$ cat src/hw/rtl/decc_pkg.sv
`default_nettype none
package decc_pkg;

  localparam int unsigned DEF_TICK_MS = 100;

  localparam int unsigned CFG_INDEX_W = 3;
  localparam int unsigned CFG_DATA_W = 16;

  localparam logic [CFG_INDEX_W-1:0] CFG_HOLD_START  = 3'd0;
  localparam logic [CFG_INDEX_W-1:0] CFG_HOLD_CRUISE = 3'd1;
  localparam logic [CFG_INDEX_W-1:0] CFG_HOLD_ZONE   = 3'd2;
  localparam logic [CFG_INDEX_W-1:0] CFG_MIN_TEMP    = 3'd3;
  localparam logic [CFG_INDEX_W-1:0] CFG_MAX_TEMP    = 3'd4;

  localparam logic [1:0] MODE_DIS    = 2'd0;
  localparam logic [1:0] MODE_EN     = 2'd1;
  localparam logic [1:0] MODE_CRUISE = 2'd2;

  // throttle law: dead band, limit, divide by 9 as multiply and shift
  localparam logic [10:0] DEAD_BAND   = 11'd100;
  localparam logic [13:0] THR_OFFSET  = 14'd996;
  localparam logic [14:0] DIV9_RECIP  = 15'd14564;
  localparam int unsigned DIV9_SHIFT  = 17;
  localparam logic [11:0] THR_LIMIT   = 12'd1000;

  localparam logic [15:0] RST_HOLD_START  = 16'd3000;
  localparam logic [15:0] RST_HOLD_CRUISE = 16'd3000;
  localparam logic [9:0]  RST_HOLD_ZONE   = 10'd500;
  localparam logic signed [15:0] RST_MIN_TEMP = -16'sd40;
  localparam logic signed [15:0] RST_MAX_TEMP = 16'sd85;

  typedef struct packed {
    logic [15:0]        hold_to_start_ms;
    logic [15:0]        hold_to_cruise_ms;
    logic [9:0]         hold_zone;
    logic signed [15:0] min_temp;
    logic signed [15:0] max_temp;
  } cfg_t;

  typedef struct packed {
    logic signed [10:0] joystick_pos;
    logic               btn_fwd;
    logic               btn_back;
    logic signed [15:0] temperature;
  } item_t;

endpackage
`default_nettype wire

$ cat src/hw/rtl/decc_throttle.sv
`default_nettype none
module decc_throttle import decc_pkg::*; (
  input  wire logic signed [10:0] joystick_pos,
  output logic signed [10:0]      throttle
);

  logic        neg;
  logic [10:0] mag;
  logic        beyond;
  logic [13:0] num;
  logic [28:0] prod;
  logic [11:0] quo;
  logic [10:0] clipped;

  always_comb begin
    neg     = joystick_pos[10];
    mag     = neg ? 11'(-joystick_pos) : 11'(joystick_pos);
    beyond  = mag > DEAD_BAND;
    num     = ({3'b0, mag} << 3) + ({3'b0, mag} << 1) - THR_OFFSET;
    prod    = 29'(num) * 29'(DIV9_RECIP);
    quo     = prod[DIV9_SHIFT +: 12];
    clipped = (quo > THR_LIMIT) ? THR_LIMIT[10:0] : quo[10:0];
    if (!beyond) begin
      throttle = '0;
    end else if (neg) begin
      throttle = -$signed(clipped);
    end else begin
      throttle = $signed(clipped);
    end
  end

endmodule
`default_nettype wire

$ cat src/hw/rtl/decc_mode.sv
`default_nettype none
module decc_mode import decc_pkg::*; #(
  parameter int unsigned TICK_MS = DEF_TICK_MS
) (
  input  wire logic               clk,
  input  wire logic               rst,
  input  wire logic               advance,
  input  wire item_t              item,
  input  wire logic signed [10:0] throttle,
  input  wire cfg_t               cfg,
  output logic                    motor_enabled,
  output logic signed [10:0]      motor_throttle,
  output logic [1:0]              drive_mode
);

  typedef enum logic [1:0] {
    DIS    = MODE_DIS,
    EN     = MODE_EN,
    CRUISE = MODE_CRUISE
  } mode_t;

  mode_t              mode, mode_next;
  logic               buttons_held, buttons_held_next;
  logic               toggle_allowed, toggle_allowed_next;
  logic [15:0]        start_hold_ms, start_hold_ms_next;
  logic [15:0]        cruise_hold_ms, cruise_hold_ms_next;
  logic signed [10:0] cruise_level, cruise_level_next;
  logic               joystick_exit_armed, joystick_exit_armed_next;
  logic [1:0]         latched_buttons, latched_buttons_next;
  logic signed [10:0] result;
  logic signed [10:0] zone, zone_neg;
  logic               in_zone;

  function automatic logic [15:0] sat_add(input logic [15:0] a);
    logic [16:0] s;
    s = {1'b0, a} + 17'(TICK_MS);
    return s[16] ? 16'hffff : s[15:0];
  endfunction

  always_comb begin
    mode_next                = mode;
    buttons_held_next        = buttons_held;
    toggle_allowed_next      = toggle_allowed;
    start_hold_ms_next       = start_hold_ms;
    cruise_hold_ms_next      = cruise_hold_ms;
    cruise_level_next        = cruise_level;
    joystick_exit_armed_next = joystick_exit_armed;
    latched_buttons_next     = latched_buttons;
    result                   = '0;
    zone                     = $signed({1'b0, cfg.hold_zone});
    zone_neg                 = -zone;
    in_zone = (item.joystick_pos <= 0 && item.joystick_pos > zone_neg) ||
              (item.joystick_pos >= 0 && item.joystick_pos < zone);

    // start/stop
    if (mode_next != CRUISE) begin
      if (item.btn_fwd && item.btn_back) begin
        buttons_held_next = 1'b1;
      end else begin
        buttons_held_next   = 1'b0;
        toggle_allowed_next = 1'b1;
        start_hold_ms_next  = '0;
      end
      if (buttons_held_next && toggle_allowed_next) begin
        start_hold_ms_next = sat_add(start_hold_ms_next);
        if (start_hold_ms_next >= cfg.hold_to_start_ms) begin
          mode_next           = (mode_next == EN) ? DIS : EN;
          start_hold_ms_next  = '0;
          toggle_allowed_next = 1'b0;
        end
      end
    end

    // cruise entry and exit
    if (mode_next == EN) begin
      if ((throttle > zone && item.btn_back) || (throttle < zone_neg && item.btn_fwd)) begin
        cruise_hold_ms_next = sat_add(cruise_hold_ms);
        if (cruise_hold_ms_next >= cfg.hold_to_cruise_ms) begin
          mode_next                = CRUISE;
          cruise_level_next        = throttle;
          cruise_hold_ms_next      = '0;
          joystick_exit_armed_next = 1'b0;
          latched_buttons_next     = {item.btn_back, item.btn_fwd};
        end
      end else begin
        cruise_hold_ms_next = '0;
      end
    end else if (mode_next == CRUISE) begin
      if (in_zone) begin
        joystick_exit_armed_next = 1'b1;
      end else if (joystick_exit_armed) begin
        mode_next = EN;
      end
      if (item.btn_fwd != latched_buttons[0] || item.btn_back != latched_buttons[1]) begin
        mode_next = EN;
      end
    end

    if (item.temperature < cfg.min_temp || item.temperature > cfg.max_temp) begin
      mode_next = DIS;
    end

    case (mode_next)
      EN:      result = throttle;
      CRUISE:  result = cruise_level_next;
      default: mode_next = DIS;
    endcase
  end

  always_ff @(posedge clk) begin
    if (rst) begin
      mode                <= DIS;
      buttons_held        <= 1'b0;
      toggle_allowed      <= 1'b1;
      start_hold_ms       <= '0;
      cruise_hold_ms      <= '0;
      cruise_level        <= '0;
      joystick_exit_armed <= 1'b1;
      latched_buttons     <= '0;
    end else if (advance) begin
      mode                <= mode_next;
      buttons_held        <= buttons_held_next;
      toggle_allowed      <= toggle_allowed_next;
      start_hold_ms       <= start_hold_ms_next;
      cruise_hold_ms      <= cruise_hold_ms_next;
      cruise_level        <= cruise_level_next;
      joystick_exit_armed <= joystick_exit_armed_next;
      latched_buttons     <= latched_buttons_next;
    end
    if (advance) begin
      motor_enabled  <= (mode_next == EN) || (mode_next == CRUISE);
      motor_throttle <= result;
      drive_mode     <= mode_next;
    end
  end

endmodule
`default_nettype wire

$ cat src/hw/rtl/drive_enable_cruise_controller_core.sv
// Drive enable and cruise controller. Each input word is one control tick of
// TICK_MS milliseconds; each yields exactly one result word with the mode after
// the tick, the enable flag and the throttle command. One word is accepted every
// clock cycle unless a low out_ready stalls the result register; a word is held
// in the input register, and when it advances the throttle multiplier and mode
// update load the result register. Configuration writes are
// taken at any time but must only be issued while no word is in flight.
`default_nettype none
module drive_enable_cruise_controller_core import decc_pkg::*; #(
  parameter int unsigned TICK_MS = DEF_TICK_MS
) (
  input  wire logic                   clk,
  input  wire logic                   rst,
  input  wire logic                   cfg_valid,
  output logic                        cfg_ready,
  input  wire logic [CFG_INDEX_W-1:0] cfg_index,
  input  wire logic [CFG_DATA_W-1:0]  cfg_data,
  input  wire logic                   in_valid,
  output logic                        in_ready,
  input  wire logic signed [10:0]     joystick_pos,
  input  wire logic                   btn_fwd,
  input  wire logic                   btn_back,
  input  wire logic signed [15:0]     temperature,
  output logic                        out_valid,
  input  wire logic                   out_ready,
  output logic                        motor_enabled,
  output logic signed [10:0]          motor_throttle,
  output logic [1:0]                  drive_mode
);

  cfg_t               cfg;
  item_t              s1_item;
  logic               s1_valid;
  logic               s1_advance;
  logic signed [10:0] throttle;

  assign cfg_ready  = 1'b1;
  assign s1_advance = s1_valid && (!out_valid || out_ready);
  assign in_ready   = !s1_valid || s1_advance;

  always_ff @(posedge clk) begin
    if (rst) begin
      cfg.hold_to_start_ms  <= RST_HOLD_START;
      cfg.hold_to_cruise_ms <= RST_HOLD_CRUISE;
      cfg.hold_zone         <= RST_HOLD_ZONE;
      cfg.min_temp          <= RST_MIN_TEMP;
      cfg.max_temp          <= RST_MAX_TEMP;
    end else if (cfg_valid && cfg_ready) begin
      case (cfg_index)
        CFG_HOLD_START:  cfg.hold_to_start_ms  <= cfg_data;
        CFG_HOLD_CRUISE: cfg.hold_to_cruise_ms <= cfg_data;
        CFG_HOLD_ZONE:   cfg.hold_zone         <= cfg_data[9:0];
        CFG_MIN_TEMP:    cfg.min_temp          <= $signed(cfg_data);
        CFG_MAX_TEMP:    cfg.max_temp          <= $signed(cfg_data);
        default:         ;
      endcase
    end
  end

  // input word register
  always_ff @(posedge clk) begin
    if (rst) begin
      s1_valid <= 1'b0;
    end else if (in_ready) begin
      s1_valid <= in_valid;
    end
    if (in_valid && in_ready) begin
      s1_item.joystick_pos <= joystick_pos;
      s1_item.btn_fwd      <= btn_fwd;
      s1_item.btn_back     <= btn_back;
      s1_item.temperature  <= temperature;
    end
  end

  // result word register valid
  always_ff @(posedge clk) begin
    if (rst) begin
      out_valid <= 1'b0;
    end else if (s1_advance) begin
      out_valid <= 1'b1;
    end else if (out_ready) begin
      out_valid <= 1'b0;
    end
  end

  decc_throttle u_throttle (
    .joystick_pos (s1_item.joystick_pos),
    .throttle     (throttle)
  );

  decc_mode #(
    .TICK_MS (TICK_MS)
  ) u_mode (
    .clk            (clk),
    .rst            (rst),
    .advance        (s1_advance),
    .item           (s1_item),
    .throttle       (throttle),
    .cfg            (cfg),
    .motor_enabled  (motor_enabled),
    .motor_throttle (motor_throttle),
    .drive_mode     (drive_mode)
  );

  a_enable_matches_mode: assert property (@(posedge clk) disable iff (rst)
    out_valid |-> (motor_enabled == (drive_mode != MODE_DIS)))
    else $error("enable flag disagrees with mode");

  a_disabled_zero_throttle: assert property (@(posedge clk) disable iff (rst)
    (out_valid && drive_mode == MODE_DIS) |-> (motor_throttle == 11'sd0))
    else $error("throttle nonzero while disabled");

  a_overtemp_disables: assert property (@(posedge clk) disable iff (rst)
    (s1_advance && (s1_item.temperature < cfg.min_temp ||
                    s1_item.temperature > cfg.max_temp)) |=> (drive_mode == MODE_DIS))
    else $error("temperature out of range did not disable");

  a_mode_code_valid: assert property (@(posedge clk) disable iff (rst)
    out_valid |-> (drive_mode == MODE_DIS || drive_mode == MODE_EN ||
                   drive_mode == MODE_CRUISE))
    else $error("unreachable mode code on output");

endmodule
`default_nettype wire
$ cat config.mk
export PLATFORM = sky130hd
export DESIGN_NAME = drive_enable_cruise_controller_core
export DESIGN_NICKNAME = d
export VERILOG_FILES = /design/src/hw/rtl/decc_pkg.sv /design/src/hw/rtl/decc_throttle.sv /design/src/hw/rtl/decc_mode.sv /design/src/hw/rtl/drive_enable_cruise_controller_core.sv
export SDC_FILE = /design/constraint.sdc
export NUM_CORES = 1
export LEC_CHECK = 0
export BUFFER_PORTS_ARGS = -buffer_cell sky130_fd_sc_hd__buf_2
export CORE_UTILIZATION = 60
export DETAILED_ROUTE_END_ITERATION = 10
export MAX_ROUTING_LAYER = met4
export PLACE_DENSITY = 0.79
export SYNTH_ARGS = -nofsm -noshare
export SYNTH_HDL_FRONTEND = slang
export SYNTH_SLANG_ARGS = --single-unit
$ cat constraint.sdc
create_clock -name clk -period 30.5 [get_ports clk]
set_input_delay 1.525 -clock clk [delete_from_list [all_inputs] [get_ports clk]]
set_output_delay 1.525 -clock clk [all_outputs]
set_load 0.02 [all_outputs]
== Word level (Yosys, flattened, before mapping) ==
Index checks and enable logic that the tools add are counted.

* Multiplexer cells: 42
* Magnitude comparators: 12
* Equal/unequal tests: 16
* $add $sub $neg: 7
* Reduce and logical (&&, ||, !) cells: 31
* $mul: 1

{| class="wikitable"
|+ Operators with widths
! cell !! number
|-
| 16-bit 2-to-1 mux || 8
|-
| 11-bit 2-to-1 mux || 7
|-
| 16-bit by 7-bit adder with 17-bit output, second input constant || 2
|-
| 16-bit greater-or-equal comparator || 2
|-
| 14-bit by 12-bit multiplier with 26-bit output, second input constant || 1
|-
| 2-bit 2-to-1 mux || 12
|-
| 11-bit > comparator || 2
|-
| 11-bit less-than comparator || 2
|-
| 11-bit negation || 2
|-
| 11-bit case mux with 2 select lines || 1
|-
| 16-bit > comparator || 1
|-
| 16-bit less-than comparator || 1
|-
| 14-bit by 12-bit adder with 14-bit output || 1
|-
| 1-bit 2-to-1 mux || 14
|-
| 2-bit AND reduction || 7
|-
| 14-bit by 10-bit subtractor with 14-bit output, second input constant || 1
|-
| 11-bit by 1-bit greater-or-equal comparator with 1-bit output, second input constant || 1
|-
| 11-bit by 10-bit > comparator with 1-bit output, second input constant || 1
|-
| 11-bit by 7-bit > comparator with 1-bit output, second input constant || 1
|-
| 11-bit by 1-bit less-or-equal comparator with 1-bit output, second input constant || 1
|-
| 10-bit negation with 11-bit output || 1
|-
| 2-bit by 1-bit equality test with 1-bit output, second input constant || 4
|-
| 1-bit logical AND || 8
|-
| 1-bit logical OR || 7
|-
| 12 further kinds || 21
|}

* Input bits: 53
* Output and inout bits: 17
* Word-level logic and storage cells: 130
* Register bits: 168

== Depth between registers and ports, before layout ==
* Depth after elaboration: 21
* Depth in mapped cells: 55
* Mapped depth without buffers: 51

== Cells and area by module ==
A second synthesis with hierarchy kept.

* Cells, all modules: 1609
* Area total of the unflattened synthesis: 14098.5 um^2

{| class="wikitable"
|+ By module, submodules not included
! module !! cells each !! seq. area each (um^2) !! area each (um^2) !! instances
|-
| decc_mode || 766 || 1401.3 || 6057.1 || 1
|-
| decc_throttle || 520 || 0.0 || 4119.0 || 1
|-
| drive_enable_cruise_controller_core || 323 || 2392.3 || 3922.5 || 1
|}

== Worst setup path before layout ==
Ideal clock, no wire load.

* Path type: flip-flop to flip-flop
* From: register, netlist name s1_item[28]
* To: register u_mode.motor_throttle[3], data pin
* Arrival: 11.453 ns
* Buffers on the path: 5
* Path slack: 18.871 ns
* Stages on the path, launching flop included: 53
* Data required time: 30.324 ns
* Library setup time: 0.176 ns
* Period minus slack after synthesis: 11.629 ns
* Cells stage by stage: edfxtp_1 clkbuf_1 buf_1 mux2i_1 inv_1 ha_1 fa_1 a21o_1 a21oi_1 o21bai_1 a21oi_1 xnor2_1 xor2_1 ha_1 ha_1 inv_1 fa_1 inv_1 (+17 left out) buf_6 a21oi_1 mux2i_1 inv_1 ha_1 nand3_1 nor2b_1 nor3_1 o31a_1 nor3b_1 a32o_1 buf_6 nor2_1 nor4_1 ha_1 nor2b_1 a32oi_4 o32ai_1

* Word-level cells in the longest chain between the ends: 18
* Elaborated cells between the ends (all ways): 35
* Classes of those cells: add/sub: 4; mul: 1; order compare: 8; eq/ne: 2; mux: 14; reduce/logical: 6

{| class="wikitable"
|+ RTL lines
! item !! line !! source
|-
| 11-bit negation || decc_throttle.sv:17 || <nowiki>mag = neg ? 11'(-joystick_pos) : 11'(joystick_pos);</nowiki>
|-
| 11-bit 2-to-1 mux || decc_throttle.sv:17 ||
|-
| 14-bit by 12-bit adder with 14-bit output || decc_throttle.sv:19 || <nowiki>num = ({3'b0, mag} << 3) + ({3'b0, mag} << 1) - THR_OFFSET;</nowiki>
|-
| 14-bit by 10-bit subtractor with 14-bit output || decc_throttle.sv:19 ||
|-
| 14-bit by 12-bit multiplier with 26-bit output || decc_throttle.sv:20 || <nowiki>prod = 29'(num) * 29'(DIV9_RECIP);</nowiki>
|-
| 11-bit by 10-bit > comparator with 1-bit output || decc_throttle.sv:22 || <nowiki>clipped = (quo > THR_LIMIT) ? THR_LIMIT[10:0] : quo[10:0];</nowiki>
|-
| 11-bit 2-to-1 mux || decc_throttle.sv:22 ||
|-
| 11-bit negation || decc_throttle.sv:26 || <nowiki>throttle = -$signed(clipped);</nowiki>
|-
| (+3 left out) || - ||
|-
| 1-bit logical AND || decc_mode.sv:76 || <nowiki>if ((throttle > zone && item.btn_back) || (throttle < zone_neg && item.btn_fwd)) begin</nowiki>
|-
| 1-bit logical OR || decc_mode.sv:76 ||
|-
| 2-bit 2-to-1 mux || decc_mode.sv:76 ||
|-
| 2-bit 2-to-1 mux || decc_mode.sv:75 || <nowiki>if (mode_next == EN) begin</nowiki>
|-
| 2-bit 2-to-1 mux || decc_mode.sv:99 || <nowiki>if (item.temperature < cfg.min_temp || item.temperature > cfg.max_temp) begin</nowiki>
|-
| 2-bit equality test or 2-bit by 1-bit equality test with 1-bit output (tied branches) || decc_mode.sv:103 || <nowiki>case (mode_next)</nowiki>
|-
| 11-bit case mux with 2 select lines * || decc_mode.sv:103 ||
|-
| via u_mode.result[3] || decc_mode.sv:30 || <nowiki>logic signed [10:0] result;</nowiki>
|-
| to (signal assigned) || decc_mode.sv:132 || <nowiki>motor_throttle <= result;</nowiki>
|-
| to (decl) || decc_mode.sv:12 || <nowiki>output logic signed [10:0] motor_throttle,</nowiki>
|}

The timed path passes the listed nets; every way through them passes the cells marked *.
A chain may end at the register's enable or synchronous reset.

== Worst setup path in the final report ==
* From: register, netlist name s1_item[18]
* To: register u_mode.motor_throttle[9], data pin

* Word-level cells in the longest chain between the ends: 18
* Elaborated cells between the ends (all ways): 35
* Classes of those cells: add/sub: 4; mul: 1; order compare: 8; eq/ne: 2; mux: 14; reduce/logical: 6

{| class="wikitable"
|+ RTL lines
! item !! line
|-
| 11-bit negation || decc_throttle.sv:17
|-
| 11-bit 2-to-1 mux || decc_throttle.sv:17
|-
| 14-bit by 12-bit adder with 14-bit output || decc_throttle.sv:19
|-
| 14-bit by 10-bit subtractor with 14-bit output || decc_throttle.sv:19
|-
| 14-bit by 12-bit multiplier with 26-bit output || decc_throttle.sv:20
|-
| 11-bit by 10-bit > comparator with 1-bit output || decc_throttle.sv:22
|-
| 11-bit 2-to-1 mux || decc_throttle.sv:22
|-
| 11-bit negation || decc_throttle.sv:26
|-
| (+3 left out) || -
|-
| 1-bit logical AND || decc_mode.sv:76
|-
| 1-bit logical OR || decc_mode.sv:76
|-
| 2-bit 2-to-1 mux || decc_mode.sv:76
|-
| 2-bit 2-to-1 mux || decc_mode.sv:75
|-
| 2-bit 2-to-1 mux || decc_mode.sv:99
|-
| 2-bit equality test or 2-bit by 1-bit equality test with 1-bit output (tied branches) || decc_mode.sv:103
|-
| 11-bit case mux with 2 select lines * || decc_mode.sv:103
|-
| via u_mode.result[9] || decc_mode.sv:30
|}

Marks and branches as above.

==> results by group <==
Global route
  • Antenna violations before repair: 0
  • Grt total ovfl: 0
  • Global-route wire length before repair: 56,400 um
  • Total Routing Usage GR: 0.306
  • Vias in the first global route: 11,372
  • Largest net degree at the start of global routing: 63

Drt
  • Via count: 12,068
  • Post-DRT Antenna Nets: 0
  • Drt total wl: 34,200 um
  • DRT iter0 DRCs: 785
  • DR WL/cell: 17.4 um
  • Drt first pass iters: 5
  • DRC errors left: 0
  • Vias per cell: 6.15

Layout
  • Share of cells above drive strength 1: 0.0883
  • Fin nets: 1,939
  • Post-route cell area: 14,800 sq um
  • Layout area overhead: 7.70%
  • Antenna Cells: 0
  • Filler cell count: 1,913
  • Final non-filler cell total: 1,962

STA
  • RSZ-0062 raised after global routing: no
  • Clock Skew: 0.0109 ns
  • Total negative setup slack: 0 ns
  • Period minus WS final: 13.37 ns
  • FMAX: 0.0748 GHz
  • Tcrit/Tclk final: 0.438
  • Slew Viols, Final: 0
  • Max transition margin: 0.232
  • Worst Tran Pin Value: 1.15 ns
  • Final Hold Vio Count: 0
  • Final setup fails: 0

Worst setup path
  • Critical setup path kind: reg2reg
  • Critical Path RT: 30.74 ns
  • Crit path largest cell delay: 0.58 ns
  • Slowest-stage cell, CP: fa_1
  • Delay-heaviest family, CP: compound AO/OA/AOI/OAI gates
  • Crit-path max FO: 10
  • CP Buf/Inv Count: 3
  • Crit start category: flop
  • CP dominant cell by count: ha_1
  • Critical Path AT: 13.62 ns
  • Crit end category: flop

Clock tree
  • Clk pin slew, worst setup/hold paths: 0.07 ns
  • Longest Clk Path Bufs: 2
  • # hold bufs at CTS: 0
  • Worst-skew pair later-pin latency: 0.44 ns
  • CTS tree: built
  • Clk sinks: 168
  • H-tree levels: 4
  • Post-CTS sizing: 0
  • Post-CTS setup buffers: 0
  • CTS buffer count: 17
  • CTS root buffer: clkbuf_16

Floorplanning
  • Die area: 23,500 sq um
  • Row Count: 55
  • Core area: 22,600 sq um
  • Die X: 153 um
  • Initial Utilization: 0.609
  • # IOs: 70
  • Die Y: 153 um

Yosys
  • Cells after Synth: 1,635
  • Avg Cell Area, Syn: 8.41 sq um
  • Syn_nets: 1,910
  • FFs w/ async S/R, synth: 0
  • Synthesized cell area: 13,700 sq um
  • Synth area leaders: dfxtp_1 (18%), ha_1 (18%), edfxtp_1 (9.4%)
  • Post-synth top area cell: dfxtp_1
  • Top FF cell, synth: dfxtp_1
  • Synth warnings: 0
  • Number of synthesized flops with an enable pin: 43
  • Post-synth cell types: 87
  • Synth Register Bits: 168
  • Register area share after synthesis: 0.276
  • Yosys top cell area share: 0.182

Outcome
  • Status: finished, final reports clean

Placed design
  • HPWL after DPL: 26,600 um
  • Cell Area, Placed: 14,200 sq um
  • Inst Count DP: 1,930
  • PortBufs: 68
  • Routability cong.: 0.934

Min path
  • Hold Crit Class: reg2reg

Flow run
  • Maxcap violations: 0
flip-flops by register name (all words and copies together), names as in the netlist:
register                    cells
s1_valid                        1
u_mode.motor_throttle          11
u_mode.cruise_hold_ms          16
out_valid                       1
u_mode.motor_enabled            1
u_mode.drive_mode               2
u_mode.joystick_exit_armed      1
u_mode.latched_buttons          2
u_mode.toggle_allowed           1
u_mode.mode                     2
u_mode.cruise_level            11
s1_item                        29
cfg                            74
u_mode.start_hold_ms           16
synthesized netlist by cell type (all sizes together) (10+ instances only):
library cell,n
dfxtp,125
o21a,15
o21ai,67
a21o,32
a211oi,16
buf,17
edfxtp,43
a31oi,10
nand2,199
and3,13
o311ai,14
mux2i,16
clkbuf,49
a21oi,127
and2,14
nand3,49
a22oi,16
fa,24
xor2,34
o211ai,44
nor2,85
nand4,42
inv,167
nor2b,16
ha,198
nor3,23
or2,11
xnor2,37
o31ai,12
nand2b,15
final timing paths:
| check | slack (ns) | endpoint | start | cells past startpoint |
|---|---|---|---|---|
| worst max-delay path | 17.13 | u_mode.motor_throttle[9] | s1_item[18] | 48 |
| worst min-delay path | 0.45 | cfg[7] | cfg[7] | 2 |
| worst max register to register | 17.13 | u_mode.motor_throttle[9] | s1_item[18] | 48 |
| worst min register to register | 0.45 | cfg[7] | cfg[7] | 2 |
per-stage QoR:
stage | worst slack [ns] | hold WS, ns | util
after CTS | 17.20 | 0.457 | 0.656
after detailed placement | 17.25 | 0.447 | 0.630
after floorplan | 18.87 | 0.434 | -
after global placement | 17.72 | 0.443 | 0.630
after global routing | 16.16 | 0.479 | 0.656
final | 17.13 | 0.455 | 0.656
worst register-to-register path, delay by kind of cell (launching register included):
kind	cells	cell delay, ns
AO/OA/AOI/OAI	21	5.23
AND/OR/NAND/NOR	10	1.99
adder cells (fa/ha/maj)	12	4.17
multiplexers	1	0.42
XOR/XNOR	1	0.42
buffers and inverters	3	0.46
flip-flops	1	0.52
cells by family (layout without fill, tap and decap cells):
family / after synthesis / after routing / synth area share
flops: 168 / 168 / 0.276
mux: 19 / 19 / 0.0150
buf+inv: 234 / 276 / 0.0667
simple gates: 495 / 495 / 0.172
fa+ha+maj: 223 / 223 / 0.216
other cells: 1 / 1 / 0.000273
xor+xnor: 71 / 71 / 0.0452
compound gates: 424 / 424 / 0.209
layer usage:
layer	vias to the layer above	GRT usage	routed length (um)
met4	0	0.0762	471
met1	5729	0.427	16400
met5	-	-	0
met3	49	0.0439	2300
met2	387	0.464	15000
li1	5903	-	-
cells in the final DEF, fill, tap and decap left out, types with 14 or more instances in the layout:
cell         n
dfxtp_1    125
inv_1      167
nand3_1     48
fa_1        24
o21a_1      14
xor2_1      34
o211ai_1    43
nor3_1      22
clkbuf_16   17
mux2i_1     15
nor2_1      85
a211oi_1    14
nand4_1     42
o21ai_0     60
a22oi_1     15
a21oi_1    123
edfxtp_1    43
ha_1       198
nand2b_1    15
a21o_1      32
xnor2_1     37
buf_2       68
nand2_1    199
nor2b_1     16
layout make-up:
type                       instances  area (sq um)  area share
inverter                         168           631      0.0426
clock buffer                      17           425      0.0287
timing repair buffer              76           400      0.0270
multi-input combinational       1233          9040       0.611
clock inverter                    15           150      0.0101
sequential                       168          3790       0.256
tap                              285           357      0.0241
Power is not shown: default switching activity piles up to over one toggle a cycle in this logic, so the estimate is an artifact.
